===== src/sv/mtu_pkg.sv =====
// Shared types, codes and constant tables of the matrix transform unit.
// Depends on nothing; mtu_div and the top unit refer to it by scoped names.
`timescale 1ns / 1ps

package mtu_pkg;

	localparam int FRAC_BITS_DEF = 16;
	localparam int ELEM_W        = 32;
	localparam int MAT_DEPTH     = 32;   // two banks of 16 elements
	localparam int OPND_DEPTH    = 16;
	localparam int S_TDATA_W     = 136;
	localparam int M_TDATA_W     = 128;

	typedef enum logic [2:0] {
		ACT_IDENTITY  = 3'd0,
		ACT_WRITE     = 3'd1,
		ACT_STAGE     = 3'd2,
		ACT_APPEND    = 3'd3,
		ACT_INVERT    = 3'd4,
		ACT_TRANSFORM = 3'd5,
		ACT_READ      = 3'd6
	} action_t;

	typedef enum logic [1:0] {
		STAT_OK       = 2'd0,
		STAT_SINGULAR = 2'd1,
		STAT_SAT      = 2'd2
	} status_t;

	typedef enum logic [3:0] {
		ST_IDLE,
		ST_READ,
		ST_MAC,
		ST_MAC_FIN,
		ST_COF,
		ST_COF_FIN,
		ST_DET,
		ST_DET_FIN,
		ST_DIV_RD,
		ST_DIV_LD,
		ST_DIV_RUN,
		ST_DONE
	} state_t;

	typedef struct packed {
		logic signed [31:0] val;
		logic               hit;
	} sat_t;

	// Index n of the three indexes left after dropping excl.
	function automatic logic [1:0] skip_idx(input logic [1:0] n, input logic [1:0] excl);
		return (n < excl) ? n : n + 2'd1;
	endfunction

	// Row position used at column position pos by permutation term.
	function automatic logic [1:0] perm_sel(input logic [2:0] term, input logic [1:0] pos);
		logic [5:0] tbl;
		case (term)
			3'd0:    tbl = 6'b10_01_00;
			3'd1:    tbl = 6'b01_10_00;
			3'd2:    tbl = 6'b10_00_01;
			3'd3:    tbl = 6'b00_10_01;
			3'd4:    tbl = 6'b01_00_10;
			3'd5:    tbl = 6'b00_01_10;
			default: tbl = 6'b00_00_00;
		endcase
		case (pos)
			2'd0:    return tbl[1:0];
			2'd1:    return tbl[3:2];
			2'd2:    return tbl[5:4];
			default: return 2'd0;
		endcase
	endfunction

	// Odd permutations enter the 3x3 determinant negated.
	function automatic logic perm_neg(input logic [2:0] term);
		case (term) inside
			3'd1, 3'd2, 3'd5: return 1'b1;
			default:          return 1'b0;
		endcase
	endfunction

endpackage


===== src/sv/mtu_div.sv =====
// Radix-2 restoring divider, signed, truncating toward zero.
// Takes FRAC_BITS+32 steps; depends on mtu_pkg only for its default.
`timescale 1ns / 1ps

module mtu_div #(
	parameter int FRAC_BITS = mtu_pkg::FRAC_BITS_DEF
) (
	input  logic                          clk,
	input  logic                          arst_n,
	input  logic                          start,
	input  logic signed [FRAC_BITS+31:0]  num,
	input  logic signed [63:0]            den,
	output logic                          done,
	output logic signed [FRAC_BITS+32:0]  quot
);

	localparam int NW = FRAC_BITS + 32;
	localparam int CW = $clog2(NW + 1);

	logic          busy_q;
	logic [CW-1:0] cnt_q;
	logic [NW-1:0] nmag_q;
	logic [63:0]   dmag_q;
	logic [63:0]   rem_q;
	logic          neg_q;
	logic [64:0]   rem_sh;
	logic [64:0]   diff;
	logic          ge;

	assign rem_sh = {rem_q, nmag_q[NW-1]};
	assign diff   = rem_sh - {1'b0, dmag_q};
	assign ge     = ~diff[64];
	assign done   = busy_q && (cnt_q == '0);
	assign quot   = neg_q ? -$signed({1'b0, nmag_q}) : $signed({1'b0, nmag_q});

	always_ff @(posedge clk or negedge arst_n) begin
		if (!arst_n) begin
			busy_q <= 1'b0;
			cnt_q  <= '0;
		end else if (start) begin
			busy_q <= 1'b1;
			cnt_q  <= CW'(NW);
		end else if (busy_q) begin
			if (cnt_q == '0) begin
				busy_q <= 1'b0;
			end else begin
				cnt_q <= cnt_q - CW'(1);
			end
		end
	end

	always_ff @(posedge clk) begin
		if (start) begin
			nmag_q <= num[NW-1] ? NW'(-num) : NW'(num);
			dmag_q <= den[63] ? 64'(-den) : 64'(den);
			rem_q  <= '0;
			neg_q  <= num[NW-1] ^ den[63];
		end else if (busy_q && (cnt_q != '0)) begin
			rem_q  <= ge ? diff[63:0] : rem_sh[63:0];
			nmag_q <= {nmag_q[NW-2:0], ge};
		end
	end

endmodule


===== config.mk =====
export PLATFORM = sky130hd
export DESIGN_NAME = mtu_div
export DESIGN_NICKNAME = d
export VERILOG_FILES = /design/src/sv/mtu_pkg.sv /design/src/sv/mtu_div.sv
export SDC_FILE = /design/constraint.sdc
export NUM_CORES = 1
export LEC_CHECK = 0
export BUFFER_PORTS_ARGS = -buffer_cell sky130_fd_sc_hd__buf_2
export CORE_MARGIN = 2
export CORE_UTILIZATION = 40
export CTS_CLUSTER_DIAMETER = 40
export DETAILED_ROUTE_END_ITERATION = 12
export GPL_TIMING_DRIVEN = 0
export MAX_ROUTING_LAYER = met4
export SYNTH_ARGS = -nofsm -noshare
export SYNTH_HDL_FRONTEND = slang
export SYNTH_SLANG_ARGS = --single-unit

===== constraint.sdc =====
create_clock -name clk -period 3.9 [get_ports clk]
set_input_delay 0.195 -clock clk [delete_from_list [all_inputs] [get_ports clk]]
set_output_delay 0.195 -clock clk [all_outputs]
set_load 0.02 [all_outputs]

**After elaboration in Yosys (flattened, before gate mapping)**

Cells that the tools add are included.

- Input port bits: 115
- Flip-flop bits (word level): 184

- Muxes and demuxes: 12
- Equal/unequal tests: 1
- Reduce and logical (&&, ||, !) cells: 7
- $add $sub $neg: 5
- Bitwise gates (word level): 2

Operator list:

| kind | number |
|---|---|
| $mux W48 | 3 |
| $sub A65 B64 Y65 | 1 |
| $mux W64 | 1 |
| $neg A64 Y64 | 1 |
| $mux W63 | 1 |
| $mux W49 | 1 |
| $neg A48 Y49 | 1 |
| $neg A48 Y48 | 1 |
| $mux W6 | 3 |
| $logic_not A6 Y1 | 1 |
| $reduce_bool A6 Y1 | 1 |
| $sub A6 B1 Y6 const B | 1 |
| $reduce_bool A2 Y1 | 2 |
| $mux W1 | 3 |
| $logic_and A1 B1 Y1 | 2 |
| $ne A2 B2 Y1 const B | 1 |
| $reduce_and A2 Y1 | 1 |
| $not A1 Y1 | 1 |
| $xor A1 B1 Y1 | 1 |

**Logic depth before layout (Yosys ltp)**

- Word-level depth: 4
- Gate-level depth with buffers: 16

**Least setup slack after synthesis**

OpenSTA, ideal clock, no wires.

- Kind: register -> output
- Start point: register nmag_q[0]
- End point: output quot[40]
- Path buffers: 0
- Required time: 3705 ps
- Setup slack: -4 ps
- Arrival time: 3709 ps
- Stages on the path, launching flop included: 13
- Path through: edfxtp_1 -> inv_1 -> ha_1 -> nand2_1 -> or3_4 -> or4_1 -> or4_4 -> or3_4 -> or2_4 -> or4b_4 -> or2_4 -> o41ai_4 -> xnor2_1

- Word-level cells in the longest chain between the ends: 2

Ends and longest elaborated chain:

| what | RTL line | RTL |
|---|---|---|
| start, declared | mtu_div.sv:22 | `logic [NW-1:0] nmag_q;` |
| start signal, assigned | mtu_div.sv:54 | `nmag_q <= num[NW-1] ? NW'(-num) : NW'(num);` |
| start signal, assigned | mtu_div.sv:60 | `nmag_q <= {nmag_q[NW-2:0], ge};` |
| $neg A48 Y49 | mtu_div.sv:34 | `assign quot = neg_q ? -$signed({1'b0, nmag_q}) : $signed({1'b0, nmag_q});` |
| $mux W49 | mtu_div.sv:34 |  |
| end, declared | mtu_div.sv:14 | `output logic signed [FRAC_BITS+32:0] quot` |

No other way between the ends.

**Worst setup path in the final report**

Ends and elaborated chain as after synthesis.

==> results.sh <==
export IMPL_clockBufferDepth=2
export IMPL_tightestPinTransition_ns=0.995
export IMPL_die_x_um=193
export IMPL_finalHoldViolCount=0
export IMPL_antenna_cells=0
export IMPL_overflow=0
export IMPL_num_nets_final=2090
export IMPL_clk_pin_slew_ns=0.07
export IMPL_cp_start_kind="flop"
export IMPL_worst_slew_margin_rel_pct=33.7
export IMPL_cts_sinks=184
export IMPL_p_sw_share_pct=38.8
export IMPL_placed_area_mm2=0.0157
export IMPL_leakagePower_nw=6.75
export IMPL_syn_inst=1713
export IMPL_fillers=3435
export IMPL_dr_pass1_iters=6
export IMPL_detailed_place_hpwl_mm=32.8
export IMPL_die_height_um=193
export IMPL_finalSetupTns_ns=-5.25
export IMPL_ant_nets=0
export IMPL_placed_cells=2338
export IMPL_worstPathMaxFanout=5
export IMPL_synth_edf_count=113
export IMPL_postLayoutSetupSlackWorst_ns=-0.659
export IMPL_clk_latency_ns=0.45
export IMPL_drc=0
export IMPL_core_area_mm2=0.0353
export IMPL_ir_drop_mv=0.360
export IMPL_powerDensity_mw_per_mm2=414
export IMPL_grt_usage_pct=24.0
export IMPL_drtIter0Drc=1121
export IMPL_path_class="flop to output pin"
export IMPL_yosysWarnings=0
export IMPL_grt_pass1_vias=13000
export IMPL_cpPeakStageDelay_ns=0.53
export IMPL_synth_ff_type="edfxtp_1"
export IMPL_status="complete, but fails checks"
export IMPL_synthToLayoutAreaGrowth_pct=17.6
export IMPL_setup_viol=17
export IMPL_endpoint_kind="output pin"
export IMPL_viasPerCell=5.70
export IMPL_violations="setup timing"
export IMPL_rows=69
export IMPL_fin_skew_ns=0.0108
export IMPL_ios=165
export IMPL_cts_tree="built"
export IMPL_grt_max_degree=70
export IMPL_post_synth_cell_area_avg_um2=8.33
export IMPL_yosysSeqAreaShare_pct=34.0
export IMPL_netSwitchingPower_mw=2.69
export IMPL_power_share_clock_pct=24.0
export IMPL_final_cell_area_mm2=0.0168
export IMPL_slew_violations=0
export IMPL_cts_htree_levels=4
export IMPL_antenna_found_initial=0
export IMPL_final_cells=2379
export IMPL_final_cell_mix="205 x nand2_1, 153 x nor2_1, 145 x buf_2, 144 x xnor2_1, 139 x a21oi_1"
export IMPL_period_minus_slack_ns=4.56
export IMPL_vias=13600
export IMPL_r2r_slack_ns=0.23
export IMPL_grt_pass1_wl_mm=67.8
export IMPL_synth_seq_cells=184
export IMPL_cap_viol_max_count=0
export IMPL_die_area_mm2=0.0372
export IMPL_wl_mm=43.6
export IMPL_cp_required_ns=3.70
export IMPL_start_util_pct=40.4
export IMPL_cts_root_buf="clkbuf_16"
export IMPL_critPathSlowestCell="or4b_4"
export IMPL_port_buffers=163
export IMPL_rsz0062_at_grt="true"
export IMPL_avgRoutedWirePerCell_um=18.3
export IMPL_gp_congestion=0.974
export IMPL_async_flop_share_pct=3.80
export IMPL_p_int_mw=4.25
export IMPL_cp_cell_sequence="inv_2 > ha_4 > nand2_4 > or3_4 > or4_4 > or4_4 > or3_4 > or2_4 > or4b_4 > or2_4 > o41ai_4 > xnor2_2 > buf_4"
export IMPL_cp_arrival_ns=4.36
export IMPL_yosysUniqueCellTypes=69
export IMPL_cts_buffers=17
export IMPL_mostFrequentLayoutCell="nand2_1"
export IMPL_synth_cell_area_mm2=0.0143
export IMPL_share_seq_of_total_power_pct=37.2
export IMPL_post_route_util_pct=47.5
export IMPL_syn_nets=1898
export IMPL_finalCritPeriodShare_pct=117
export IMPL_drive_gt1_share_pct=16.0
export IMPL_holdCritPathClass="input port to flop"
export IMPL_fmax_mhz=219
export IMPL_comb_power_share_pct=38.8
[registers in the layout, summed over array words and instances, names as in the netlist]
name	cells
dmag_q	64
rem_q	64
nmag_q	48
cnt_q	6
busy_q	1
neg_q	1
[power groups by stage]
stage | clock [mW] | sequential [mW] | combinational (mW)
after global placement | 0 | 2.61 | 2.47
final | 1.67 | 2.58 | 2.70
after global routing | 1.76 | 2.61 | 2.98
after CTS | 1.70 | 2.57 | 2.59
after floorplan | 0 | 2.54 | 1.82
after detailed placement | 0 | 2.61 | 2.49
[area by class of cell]
cell class                 count  area, um2  area share, %
clock buffer                  18        429           2.56
inverter                      95        357           2.13
timing repair buffer         187       1070           6.41
clock inverter                14        115          0.686
buffer                        78        325           1.94
multi-input combinational   1342       9050           53.9
sequential                   184       4850           28.9
tap                          461        577           3.44
[logic make-up after synthesis]
logic type               after synthesis  share of synthesized area [%]
XOR/XNOR                             215                           13.2
buffers and inverters                187                           4.98
AO/OA/AOI/OAI                        491                           22.7
AND/OR/NAND/NOR                      560                           18.5
flip-flops                           184                           34.0
multiplexers                           6                          0.438
adder cells (fa/ha/maj)               70                           6.19
[cells in the mapped netlist (5+ instances only)]
| master | count | area (um2) |
|---|---|---|
| buf_1 | 5 | 18.8 |
| o21bai_1 | 19 | 143 |
| a31oi_1 | 11 | 68.8 |
| nand4_1 | 20 | 125 |
| dfrtp_1 | 7 | 175 |
| nor2b_1 | 6 | 37.5 |
| xor2_1 | 67 | 587 |
| a21o_1 | 34 | 255 |
| a21oi_1 | 154 | 771 |
| o31ai_1 | 35 | 263 |
| nand3_1 | 29 | 145 |
| or2_2 | 5 | 31.3 |
| inv_1 | 95 | 357 |
| nand2_1 | 206 | 773 |
| a311oi_1 | 44 | 385 |
| o41ai_1 | 26 | 228 |
| or4_1 | 26 | 195 |
| o21a_1 | 9 | 67.6 |
| ha_1 | 69 | 863 |
| and3_1 | 7 | 43.8 |
| clkbuf_1 | 82 | 308 |
| nor4_1 | 15 | 93.8 |
| nor2_1 | 156 | 586 |
| xnor2_1 | 148 | 1300 |
| dfxtp_1 | 64 | 1280 |
| o31a_1 | 6 | 52.6 |
| or3_1 | 22 | 138 |
| o21ai_0 | 89 | 445 |
| nor3_1 | 24 | 120 |
| nand2b_1 | 16 | 100 |
| and2_1 | 9 | 56.3 |
| a211oi_1 | 15 | 113 |
| edfxtp_1 | 113 | 3390 |
| o211ai_1 | 12 | 90.1 |
[path summary, 6_finish.rpt]
| check | startpoint | end | cells after the start |
|---|---|---|---|
| worst max-delay path | nmag_q[0]$_DFFE_PP_ | quot[40] | 13 |
| worst min-delay path | den[50] | dmag_q[50]$_DFFE_PP_ | 2 |
| worst max register to register | nmag_q[47]$_DFFE_PP_ | rem_q[58]$_SDFFE_PP0P_ | 14 |
| worst min register to register | rem_q[1]$_SDFFE_PP0P_ | rem_q[1]$_SDFFE_PP0P_ | 2 |
| max in group asynchronous | arst_n | busy_q$_DFF_PN0_ | 2 |
| min in group asynchronous | arst_n | cnt_q[5]$_DFFE_PN0P_ | 2 |
[worst max-delay path, delay by kind of cell, from the launching register on]
kind,cells,cell delay (ns)
AO/OA/AOI/OAI,1,0.25
XOR/XNOR,1,0.14
flip-flops,1,0.42
adder cells (fa/ha/maj),1,0.14
AND/OR/NAND/NOR,8,2.68
buffers and inverters,2,0.26
[per-layer routing]
layer  share of wire [%]  wire length, um  vias up  global-route usage, %
met5                   0                0        -                      -
met4                 2.4             1040        0                   7.55
met3                 6.7             2940       84                   3.04
met2                  46            19900      469                   38.2
met1                  45            19700     6413                   31.6
li1                    -                -     6596                      -
[per-stage QoR]
step / power (mW) / hold WS [ns] / setup WS (ns)
2_1_floorplan: 4.36 / -0.101 / 0.0176
3_3_place_gp: 5.08 / 0.0431 / -1.27
3_5_place_dp: 5.11 / 0.0379 / -1.44
4_1_cts: 6.86 / 0.0397 / -0.682
5_1_grt: 7.36 / 0.0501 / -0.747
6_report: 6.94 / 0.0535 / -0.659
[repair_timing]
action,CTS,global route
pin swaps,4,12
hold buffers,2,0
gates resized for setup,59,57
buffers inserted,11,10
setup endpoints to repair,89,91
hold endpoints to repair,8,0
Power figures use the tool's default switching activity.
