File: config.mk
export PLATFORM = sky130hd
export DESIGN_NAME = mtu_ram
export DESIGN_NICKNAME = d
export VERILOG_FILES = /design/src/sv/mtu_ram.sv
export SDC_FILE = /design/constraint.sdc
export NUM_CORES = 1
export LEC_CHECK = 0
export ABC_AREA = 0
export ABC_CLOCK_PERIOD_IN_PS = 3500
export BUFFER_PORTS_ARGS = -buffer_cell sky130_fd_sc_hd__buf_2
export CAP_MARGIN = 25
export CORE_UTILIZATION = 40
export CTS_BUF_LIST = sky130_fd_sc_hd__clkbuf_8
export CTS_CLUSTER_SIZE = 24
export DETAILED_ROUTE_END_ITERATION = 12
export HOLD_SLACK_MARGIN = 0.02
export SLEW_MARGIN = 20
export SYNTH_ARGS = -nofsm -noshare
export SYNTH_HDL_FRONTEND = slang
export SYNTH_SLANG_ARGS = --single-unit
File: constraint.sdc
create_clock -name clk -period 3.5 [get_ports clk]
set_input_delay 0.35 -clock clk [delete_from_list [all_inputs] [get_ports clk]]
set_output_delay 0.35 -clock clk [all_outputs]
set_load 0.01 [all_outputs]
File: src/sv/mtu_ram.sv
// Generic single-port-write, single-port-read RAM with registered read data.
// Depends on nothing.
`timescale 1ns / 1ps

module mtu_ram #(
	parameter int WIDTH = 32,
	parameter int DEPTH = 16
) (
	input  logic                     clk,
	input  logic                     we,
	input  logic [$clog2(DEPTH)-1:0] waddr,
	input  logic [WIDTH-1:0]         wdata,
	input  logic [$clog2(DEPTH)-1:0] raddr,
	output logic [WIDTH-1:0]         rdata
);

	logic [WIDTH-1:0] mem_q [DEPTH];

	always_ff @(posedge clk) begin
		if (we) begin
			mem_q[waddr] <= wdata;
		end
		rdata <= mem_q[raddr];
	end

endmodule

Word level (Yosys, flattened, before mapping)
Memories as Yosys holds them, arrays and structs flattened. A register that Yosys moved wholly into a read port is not among the register bits.
Index checks and enable logic that the tools add are counted.
{"block": "op_classes", "n_mux": 2}
{"cell": "$mux W1", "count": 2}
{"block": "word_totals", "wordCells": 3, "output_inout_bits": 32, "n_memories": 1, "mem_bits_rw": 512, "regBits": 0}
{"memory": "mem_q", "depth": 16, "width": 32, "rd": 1, "rd_clocked_by_memory_dff": 1, "wr": 1, "line_no": "17", "text": "logic [WIDTH-1:0] mem_q [DEPTH];"}

Depth between registers and ports, before layout
Gate-level depths: netlist (run 1).
{"block": "depth", "word_depth": 2, "depth_mapped": 5, "mapped_depth_nobuf": 3}

Worst setup path before layout (run 1)
OpenSTA, ideal clock, no wires.
{"block": "synth_timing", "path_type": "input port to flip-flop", "start": "input port waddr[2]", "end": "memory mem_q[0][0] (enable)", "path_stages": 2, "required_ns": 3.039, "arrival_ns": 3.068, "path_slack_ns": -0.030, "setup_time_ns": 0.461, "path_cell_list": "or3b_2 -> nor3_1"}
{"element": "from (decl)", "line_no": "11", "text": "input logic [$clog2(DEPTH)-1:0] waddr,"}
{"element": "to (decl)", "line_no": "17"}
Straight into the memory's write port.

Final worst setup path (run 1)
{"block": "layout_timing", "start": "input port waddr[2]", "end": "memory mem_q[1][9] (enable)"}
Straight into the memory's write port.

==> metrics.txt, run 1 <==
die height=224.8 um; number of port buffers=73; clock latency on the worst-skew pair=0.63 ns; setup violators final=0; grt ovf=0; P per Cell Area=around 570 mW/mm2; WHS Endpoint=mem_q[8][27]$_DFFE_PP_; die area=between 0.05 and 0.06 mm2; crit-path max FO=22; Core Footprint=0.04895 mm2; H-tree levels=3; Root Buffer Master=clkbuf_8; largest net degree at the start of global routing=between 50 and 60; Hold Fails Final Rpt=0; relative slew slack=between 30% and 40%; Num CTS Buffers=86; I/O pin total=74; TNS Setup=0 ns; max-slew violation count=0; R2R cell count=3; Seq/Total Area, Yosys=80.67%; syn_nets=around 900; Worst-Margin Slew=between 0.9 and 1 ns; synthesized area per cell=between 20 and 25 um2; wire per inst=between 20 and 25 um; placed inst area=roughly 0.021 mm2; area delta synth->final=15.69%; DR vias=9,069; Unique masters post-synth=18; Worst setup SP type=input port; # diodes=0; FP Rows=a little over 80; CTS tree=done; initial detailed-routing violation count=about 800; Tcrit/Tclk final=47.19%; Initial Util=roughly two fifths; final layout net count=around 1,000; vias in the first global route=9,641; YS warnings=0; Total GRT Usage=between 10% and 20%; initial antenna violation count=2; Tmin final=1.652 ns; Req. time, crit path=3.77 ns; post-route cell area=0.02297 mm2; Max Cap Viol=0; Seq cells post-synth=~540; Crit Path Class=in -> reg; final instance count without filler cells=roughly 1,700; leak pwr=between 7 and 8 nW; run status=complete, no violations; Mapped Cells=between 800 and 900; setup ws final=approximately 1.8 ns; CTS Buffer Depth=3; Max VDD drop=around 0.00029 V; 1st-pass router iterations=4; reg2reg start=mem_q[1][6]$_DFFE_PP_; Remaining DRCs=0; dpl ws=around 1.2 ns; RR Endpoint=rdata[6]$_DFF_P_; die width=between 200 and 250 um; share of layout cells above drive strength 1=between 30% and 40%; Worst Skew=approximately 0.021 ns; clk sinks=between 500 and 600; Pwr Total=between 10 and 15 mW; CTS resizes=0; clock-pin slew on the worst setup and hold paths=around 0.060 ns; DP HPWL=between 20 and 25 mm; fillers=between 4,000 and 5,000; Detail Route Antenna Nets=0; vias per cell=about 5.3; Mapped Area=between 0.015 and 0.02 mm2; Achievable Freq=605.4 MHz; aggregate routed wire length=slightly above 40 mm; dpl cells=1,566; min-delay worst type=in -> reg; crit end category=flip-flop; WP data arrival=between 1.5 and 2 ns; min-delay src=wdata[27]; first-pass GRT wire length=61.67 mm; cts hold-fix bufs=0; routability congestion estimate=0.7130; RSZ-0062 raised after global routing=no; Setup Fix Bufs, Post-CTS=0; r2r setup slk=around 2.1 ns; Hold Crit Depth=1
critical path, stage by stage:
cell	delay (ns)
buf_2	0.12
or3b_2	0.60
nor2_4	0.39
buf_4	0.44
metrics by stage:
stage / util (%) / hold slack, ns
after floorplan: - / 0.4489
after global placement: 43.51 / 0.6540
after detailed placement: 43.51 / 0.6574
after CTS: 46.92 / 0.04372
after global routing: 46.92 / 0.07613
final: 46.92 / 0.09324
placed cells by master, fill, tap and decap left out, drive strengths merged:
| master | netlist | layout |
|---|---|---|
| bufinv | 0 | 3 |
| mux4 | 128 | 128 |
| or3b | 1 | 1 |
| nor3 | 4 | 4 |
| nand3b | 2 | 2 |
| edfxtp | 512 | 512 |
| nand2b | 2 | 2 |
| inv | 0 | 44 |
| clkinv | 0 | 13 |
| nor2 | 13 | 13 |
| nor2b | 2 | 2 |
| and2 | 1 | 1 |
| dfxtp | 32 | 32 |
| clkbuf | 17 | 98 |
| clkinvlp | 0 | 3 |
| buf | 26 | 106 |
| nand3 | 1 | 1 |
| nand2 | 33 | 33 |
| a22oi | 64 | 64 |
cell families (layout without fill, tap and decap cells):
family	count (synthesis)	count (layout)	share of synthesized area, %
compound gates	64	64	2.420
buf+inv	43	267	1.122
flops	544	544	80.67
mux	128	128	14.52
simple gates	59	59	1.273
cell usage after synthesis:
cell	count	area [um2]
nor3_1	4	20.02
nand2b_1	2	12.51
nand3_1	1	5.000
buf_1	9	33.78
and2_1	1	6.260
nand3b_1	2	15.01
buf_4	11	82.58
edfxtp_1	512	15370
dfxtp_1	32	640.6
nor2b_1	2	12.51
nand2_1	33	123.9
a22oi_1	64	480.5
nor2_1	13	48.80
buf_2	4	20.02
clkbuf_1	17	63.81
or3b_2	1	8.760
mux4_2	128	2883
buf_6	2	22.52
report_power, final:
group | total, mW | internal, mW | leakage [nW] | switching (mW)
registers | 7.33 | 7.28 | 4.89 | 0.0448
logic | 0.647 | 0.264 | 1.63 | 0.382
clock network | 5.14 | 2.76 | 1.01 | 2.38
how the worst max path moves through the flow:
stage | start | end | slack, ns | cells past startpoint
floorplan | waddr[2] | mem_q[8][0]$_DFFE_PP_ | 0.27 | 2
finish | waddr[2] | mem_q[1][9]$_DFFE_PP_ | 1.85 | 4
global route | waddr[2] | mem_q[1][9]$_DFFE_PP_ | 1.80 | 4
CTS | waddr[2] | mem_q[1][9]$_DFFE_PP_ | 1.87 | 4
detailed placement | waddr[2] | mem_q[1][9]$_DFFE_PP_ | 1.18 | 4
global placement | waddr[2] | mem_q[1][9]$_DFFE_PP_ | 1.25 | 4
layout make-up:
| cell class | count | area (um2) | area share, % |
|---|---|---|---|
| clock buffer | 97 | 1335 | 5.812 |
| sequential | 544 | 16020 | 69.72 |
| timing repair buffer | 107 | 694.4 | 3.023 |
| clock inverter | 63 | 337.8 | 1.471 |
| multi-input combinational | 251 | 3756 | 16.35 |
| tap | 664 | 830.8 | 3.617 |
registers in the layout (all words and copies together), names as in the netlist:
| name | flops |
|---|---|
| mem_q | 512 |
| rdata | 32 |
metal layers:
metal / vias to the layer above / routed length [um] / global-route usage (%)
met5: - / 17 / 0
met4: 2 / 719 / 5.289
met3: 67 / 2113 / 3.305
met2: 250 / 19500 / 25.93
met1: 4858 / 18960 / 24.28
li1: 3892 / - / -
(Power assumes the default switching activity.)
==> run 2: changes to the inputs <==
--- a/config.mk
+++ b/config.mk
@@ -6,7 +6,7 @@
 export NUM_CORES = 1
 export LEC_CHECK = 0
 export ABC_AREA = 0
-export ABC_CLOCK_PERIOD_IN_PS = 3500
+export ABC_CLOCK_PERIOD_IN_PS = 1650
 export BUFFER_PORTS_ARGS = -buffer_cell sky130_fd_sc_hd__buf_2
 export CAP_MARGIN = 25
 export CORE_UTILIZATION = 40
==> constraint.sdc (replaced) <==
create_clock -name clk -period 1.65 [get_ports clk]
set_input_delay 0.165 -clock clk [delete_from_list [all_inputs] [get_ports clk]]
set_output_delay 0.165 -clock clk [all_outputs]
set_load 0.01 [all_outputs]
==> run 2 against run 1 <==
Clock power rose by 98%. Combinational power rose by 140%. Wire length rose by 5.0%. First-iteration DRC count rose by 4.1%. Design area rose by 3.9%. Critical path depth fell by 1. Register-to-register slack got worse by 1.8 ns. Non-clock buffer count rose by 63. Core utilization rose by 1.8 points.
==> metrics.txt, run 2 (synthesis gave the netlist of run 1 again) <==
run status=complete, no violations; RSZ-0062 raised after global routing=no; routability congestion estimate=0.7141 (+0.15%); setup violators final=0 (unchanged); CTS tree=done; crit-path max FO=1 (-95%); Pwr Total=27.34 mW (+110%); Initial Util=40.56% (unchanged); max-slew violation count=0 (unchanged); first-pass GRT wire length=64.63 mm (+4.8%); Req. time, crit path=2.14 ns (-1.63 ns); Num CTS Buffers=87 (+1.2%); Total GRT Usage=17.76% (+0.91 points); setup ws final=0.3308 ns (-1.517 ns); Tcrit/Tclk final=about four fifths; P per Cell Area=1146 mW/mm2 (+100%); vias in the first global route=10,160 (+5.4%); CTS Buffer Depth=3 (unchanged); 1st-pass router iterations=7 (+3); Worst Skew=0.01056 ns (-0.01087 ns); WL met1=19.48 mm (+2.7%); crit end category=flip-flop; Max Cap Viol=0 (unchanged); relative slew slack=69.47% (+35 points); top layer in use=met5; I/O pin total=74 (unchanged); initial detailed-routing violation count=840 (+4.1%); Root Buffer Master=clkbuf_8; crit-path max cell delay=0.47 ns (-0.13 ns); leak pwr=7.880 nW (+4.6%); largest net degree at the start of global routing=33 (-35%); grt ovf=0 (unchanged); Worst-Margin Slew=0.4579 ns (-0.5192 ns); initial antenna violation count=2 (unchanged); FP Rows=81 (unchanged); die height=224.8 um (unchanged); WL met3=2.231 mm (+5.6%); WP data arrival=1.81 ns (-0.11 ns); DR vias=9,363 (+3.2%); area delta synth->final=20.19%; H-tree levels=3 (unchanged); Setup Fix Bufs, Post-CTS=0 (unchanged); dpl cells=1,597 (+2.0%); min-delay worst type=in -> reg; CP max-delay cell=mux4_2; Worst setup SP type=flip-flop; Core Footprint=0.04895 mm2 (unchanged); final instance count without filler cells=1,788 (+3.6%); Achievable Freq=758.0 MHz; vias per cell=5.237 (-0.34%); Largest regs=mem_q x512, rdata x32; share of layout cells above drive strength 1=34.88% (+0.51 points); Max VDD drop=0.0006195 V (+110%); final layout net count=1,096 (+6.2%); clock latency on the worst-skew pair=0.62 ns (about the same); Crit Path Class=reg -> reg; Tmin final=1.319 ns; TNS Setup=0 ns (unchanged); crit-path cells=mux4_2 > a22oi_1 > nand2_1; max FFs per register=512 (unchanged); # diodes=0 (unchanged); clk sinks=544 (unchanged); Most flops, register=mem_q; aggregate routed wire length=43.36 mm (+5.0%); Detail Route Antenna Nets=0 (unchanged); number of port buffers=73 (unchanged); WL met2=20.83 mm (+6.8%); clock-pin slew on the worst setup and hold paths=0.06 ns (about the same); wire per inst=24.25 um (+1.3%); Hold Fails Final Rpt=0 (unchanged); CTS resizes=0 (unchanged); dpl ws=-0.07788 ns (-1.256 ns); DP HPWL=23.28 mm (+2.9%); commonest non-fill, non-tap cells in the layout=512 x edfxtp_1, 128 x mux4_2, 95 x clkbuf_8, 71 x buf_2, 64 x a22oi_1; Remaining DRCs=0 (unchanged); die area=0.05053 mm2 (unchanged); die width=224.8 um (unchanged); most common cell after layout, fill and taps aside=edfxtp_1
[run 2: area by class of cell]
cell class | count | area, um2
fillers | 3899 | 25090
well taps | 664 | 830.8
repair buffers | 170 | 1673
multi-input cells | 251 | 3777
clock inverters | 65 | 271.5
flip-flops and latches | 544 | 16020
clock buffers | 94 | 1294
[run 2: metrics by stage]
stage                     hold WS [ns]  util, %  instance area [um2]
after floorplan                 0.2639        -                19950
after global placement          0.5378    44.89                21980
after detailed placement        0.5502    44.89                21980
after CTS                       0.1924    48.75                23860
after global routing            0.2319    48.75                23860
final                           0.2367    48.75                23860
[run 2: path summary, 6_finish.rpt]
path	start	to	slack, ns	cells past startpoint
worst max register to register	mem_q[11][19]$_DFFE_PP_	rdata[19]$_DFF_P_	0.33	3
worst min-delay path	raddr[1]	rdata[10]$_DFF_P_	0.24	5
worst min register to register	mem_q[15][4]$_DFFE_PP_	rdata[4]$_DFF_P_	0.68	3
worst max-delay path	mem_q[11][19]$_DFFE_PP_	rdata[19]$_DFF_P_	0.33	3
[run 2: worst max-delay path: cells and delay by family (launching register included)]
kind | cells | cell delay, ns
AOI/OAI and AO/OA | 1 | 0.23
DFF | 1 | 0.36
muxes | 1 | 0.47
and+or+nand+nor | 1 | 0.13
[run 2: report_power, final]
part	internal, mW	total (mW)	leakage, nW	switching (mW)
combinational	0.716	1.56	2.04	0.849
sequential	15.5	15.6	4.89	0.100
clock	5.24	10.2	0.943	4.98
total	21.4	27.3	7.88	5.93
[run 2: timing repair]
item,in CTS,in global routing
hold buffers,32,0
endpoints found under the setup margin,0,0
endpoints found under the hold margin,512,0
[run 2: routing by layer]
layer,global-route usage [%],vias to the layer above
met5,0,-
met4,4.784,4
met3,3.645,70
met2,28.12,260
met1,25.12,5008
li1,-,4021
==> run 3: changes to the inputs <==
--- a/config.mk
+++ b/config.mk
@@ -5,8 +5,8 @@
 export SDC_FILE = /design/constraint.sdc
 export NUM_CORES = 1
 export LEC_CHECK = 0
-export ABC_AREA = 0
-export ABC_CLOCK_PERIOD_IN_PS = 1650
+export ABC_AREA = 1
+export ABC_CLOCK_PERIOD_IN_PS = 1200
 export BUFFER_PORTS_ARGS = -buffer_cell sky130_fd_sc_hd__buf_2
 export CAP_MARGIN = 25
 export CORE_UTILIZATION = 40
==> constraint.sdc (replaced) <==
create_clock -name clk -period 1.2 [get_ports clk]
set_input_delay 0.12 -clock clk [delete_from_list [all_inputs] [get_ports clk]]
set_output_delay 0.12 -clock clk [all_outputs]
set_load 0.01 [all_outputs]
==> run 3 against run 2 <==
Synthesized cell count grew to 2.5 times the previous value. Global-route usage rose by 1.7 points. Wire length up 26%. Non-clock buffer count grew 42. Sequential share of layout area down 8.6 points. Register-to-register slack lost 0.14 ns. The flow now finishes with violations (negative setup slack). Sequential power grew 37%. Total power grew 47%.
==> metrics.txt, run 3 <==
Hold Worst Slack=0.1409 ns (-0.09575 ns); grt ovf=0 (unchanged); Tmin final=1.252 ns; internal power=30.76 mW (+44%); synthesized area per cell=10.72 um2 (-55%); fillers=5,088 (+30%); Max Cap Viol=0 (unchanged); setup ws final=-0.05153 ns (-0.3823 ns); top-count cell post-synth=nand2_1; EDFF count, synth=512 (unchanged); P per Cell Area=1464 mW/mm2 (+28%); Most flops, register=mem_q; area delta synth->final=20.61%; final instance count without filler cells=3,153 (+76%); initial detailed-routing violation count=994 (+18%); final layout net count=2,363 (+120%); TNS Setup=-0.4823 ns (-0.4823 ns); Pwr Total=40.14 mW (+47%); Num CTS Buffers=92 (+5.7%); share of layout cells above drive strength 1=14.48% (-20 points); Root Buffer Master=clkbuf_8; max FFs per register=512 (unchanged); crit end category=output pin; GR Util met3=3.261% (-0.38 points); clk sinks=544 (unchanged); H-tree levels=3 (unchanged); syn_nets=2,162 (+150%); die area=0.05778 mm2 (+14%); Worst-Margin Slew=0.4521 ns (-0.005837 ns); Synth area leader=edfxtp_1; Crit Path Class=reg -> out; Total GRT Usage=19.44% (+1.7 points); FF+latch area=0.01604 mm2 (+0.18%); RSZ-0062 raised after global routing=yes; most frequent cells after synthesis=677 x nand2_1, 512 x edfxtp_1, 388 x inv_1; commonest non-fill, non-tap cells in the layout=672 x nand2_1, 512 x edfxtp_1, 424 x inv_1, 384 x nand3_1, 105 x clkbuf_8; Mapped Cells=2,120 (+150%); Max VDD drop=0.001436 V (+130%); GR Util met1=24.15% (-0.96 points); Core Footprint=0.05628 mm2 (+15%); crit-path leading delay family=flip-flops; Detail Route Antenna Nets=0 (unchanged); Achievable Freq=about 800 MHz; die width=240.4 um (+6.9%); min-delay src=waddr[0]; Clock power frac=39.1% (+1.7 points); GR peak layer=met2; Hold Fails Final Rpt=0 (unchanged); first-pass GRT wire length=84.35 mm (+31%); relative slew slack=69.86% (+0.39 points); die height=240.4 um (+6.9%); Worst setup SP type=flip-flop; Tcrit/Tclk final=104.3%; CP max-delay cell=dfxtp_2; vias per cell=4.766 (-9.0%); min-delay worst type=in -> reg; wire per inst=17.35 um (-28%); Critical path buffers and inverters=1 (+1); DP HPWL=33.66 mm (+45%); Initial Util=40.39% (-0.17 points); DR vias=15,030 (+61%); WP data arrival=1.13 ns (-0.68 ns); sequential share of power=53.3% (-3.6 points); Mapped Area=0.02273 mm2 (+14%); Logic pwr share=7.5% (+1.8 points); Synth top area share=67.64% (-9.8 points); multi-input logic area=0.004720 mm2 (+25%); max-slew violation count=0 (unchanged); clock latency on the worst-skew pair=0.67 ns (+0.05 ns); Req. time, crit path=1.08 ns (-1.06 ns); Setup Fix Bufs, Post-CTS=0 (unchanged); CP startpoint=rdata[4]$_DFF_P_; crit-path max FO=1 (unchanged); I/O pin total=74 (unchanged); vias in the first global route=14,990 (+48%); crit-path cells=buf_6; setup violators final=26 (+26); commonest register cell after synthesis=edfxtp_1; Seq cells post-synth=544 (unchanged); Async S/R FF share, synth=0% (unchanged); leak pwr=11.77 nW (+49%); CTS Buffer Depth=3 (unchanged); dpl ws=-0.1902 ns (-0.1123 ns); reg2reg start=mem_q[15][27]$_DFFE_PP_; initial antenna violation count=1 (-1); GR Layer Usage met2=33.99% (+5.9 points); FP Rows=87 (+7.4%); clock-pin slew on the worst setup and hold paths=0.06 ns (about the same); run status=complete, but fails checks; number of port buffers=73 (unchanged); Unique masters post-synth=15 (-3); aggregate routed wire length=54.70 mm (+26%); Synth area leaders=edfxtp_1 68%, nand2_1 11%, nand3_1 8.5%; 1st-pass router iterations=7 (unchanged); Net Sw Frac=23.36% (+1.7 points); YS warnings=0 (unchanged); Worst Skew=0.02491 ns (+0.01435 ns); failing checks=negative setup slack; crit-path max cell delay=0.35 ns (-0.12 ns); largest net degree at the start of global routing=54 (+64%); dpl cells=2,948 (+85%); Largest regs=mem_q x512, rdata x32; NetSw=9.377 mW (+58%); routability congestion estimate=0.7978 (+12%); Seq/Total Area, Yosys=70.46% (-10 points); CTS tree=done; most common cell after layout, fill and taps aside=nand2_1; Remaining DRCs=0 (unchanged)
## run 3: final timing paths
path	endpoint	slack [ns]	cells past startpoint
max	rdata[4]	-0.05	1
min	mem_q[13][13]$_DFFE_PP_	0.14	4
max reg2reg	rdata[27]$_DFF_P_	0.19	6
min reg2reg	rdata[9]$_DFF_P_	0.67	6
## run 3: cells by family (layout without fill, tap and decap cells)
| kind of cell | after synthesis | in the layout | share of synthesized area (%) |
|---|---|---|---|
| other cells | 0 | 1 | 0 |
| buf+inv | 495 | 771 | 9.539 |
| simple gates | 1081 | 1081 | 20.00 |
| flops | 544 | 544 | 70.46 |
## run 3: final cells by class
class,count,share of cell area [%]
Tap cell,756,3.450
Inverter,390,5.394
Antenna cell,1,0.009127
Clock inverter,65,1.200
Multi-Input combinational cell,1081,17.21
Clock buffer,104,5.221
Sequential cell,544,58.52
Timing Repair Buffer,212,8.990
## run 3: stage by stage
stage / utilization (%) / cell area [um2]
2_1_floorplan: - / 22910
3_3_place_gp: 44.65 / 25130
3_5_place_dp: 44.65 / 25130
4_1_cts: 48.63 / 27370
5_1_grt: 48.72 / 27420
6_report: 48.72 / 27420
## run 3: power groups by stage
stage               combinational [mW]  sequential, mW  clock (mW)
floorplan                         1.49            21.8           0
global placement                  2.84            21.8           0
detailed placement                2.87            21.8           0
CTS                               3.04            21.4        16.2
global route                      3.33            21.4        16.9
finish                            3.02            21.4        15.7
## run 3: layer usage
layer / vias up / share of wire [%] / wire [um]
met5: - / 0 / 0
met4: 0 / 2.3 / 1239
met3: 88 / 4.3 / 2361
met2: 396 / 51 / 27640
met1: 7270 / 43 / 23460
li1: 7274 / - / -
## run 3: timing repair
item                                    in CTS  in global routing
hold buffers                                35                  0
hold endpoints to repair                   544                  0
resized for setup                           36                 13
gates cloned                                 0                  0
endpoints found under the setup margin      32                 32
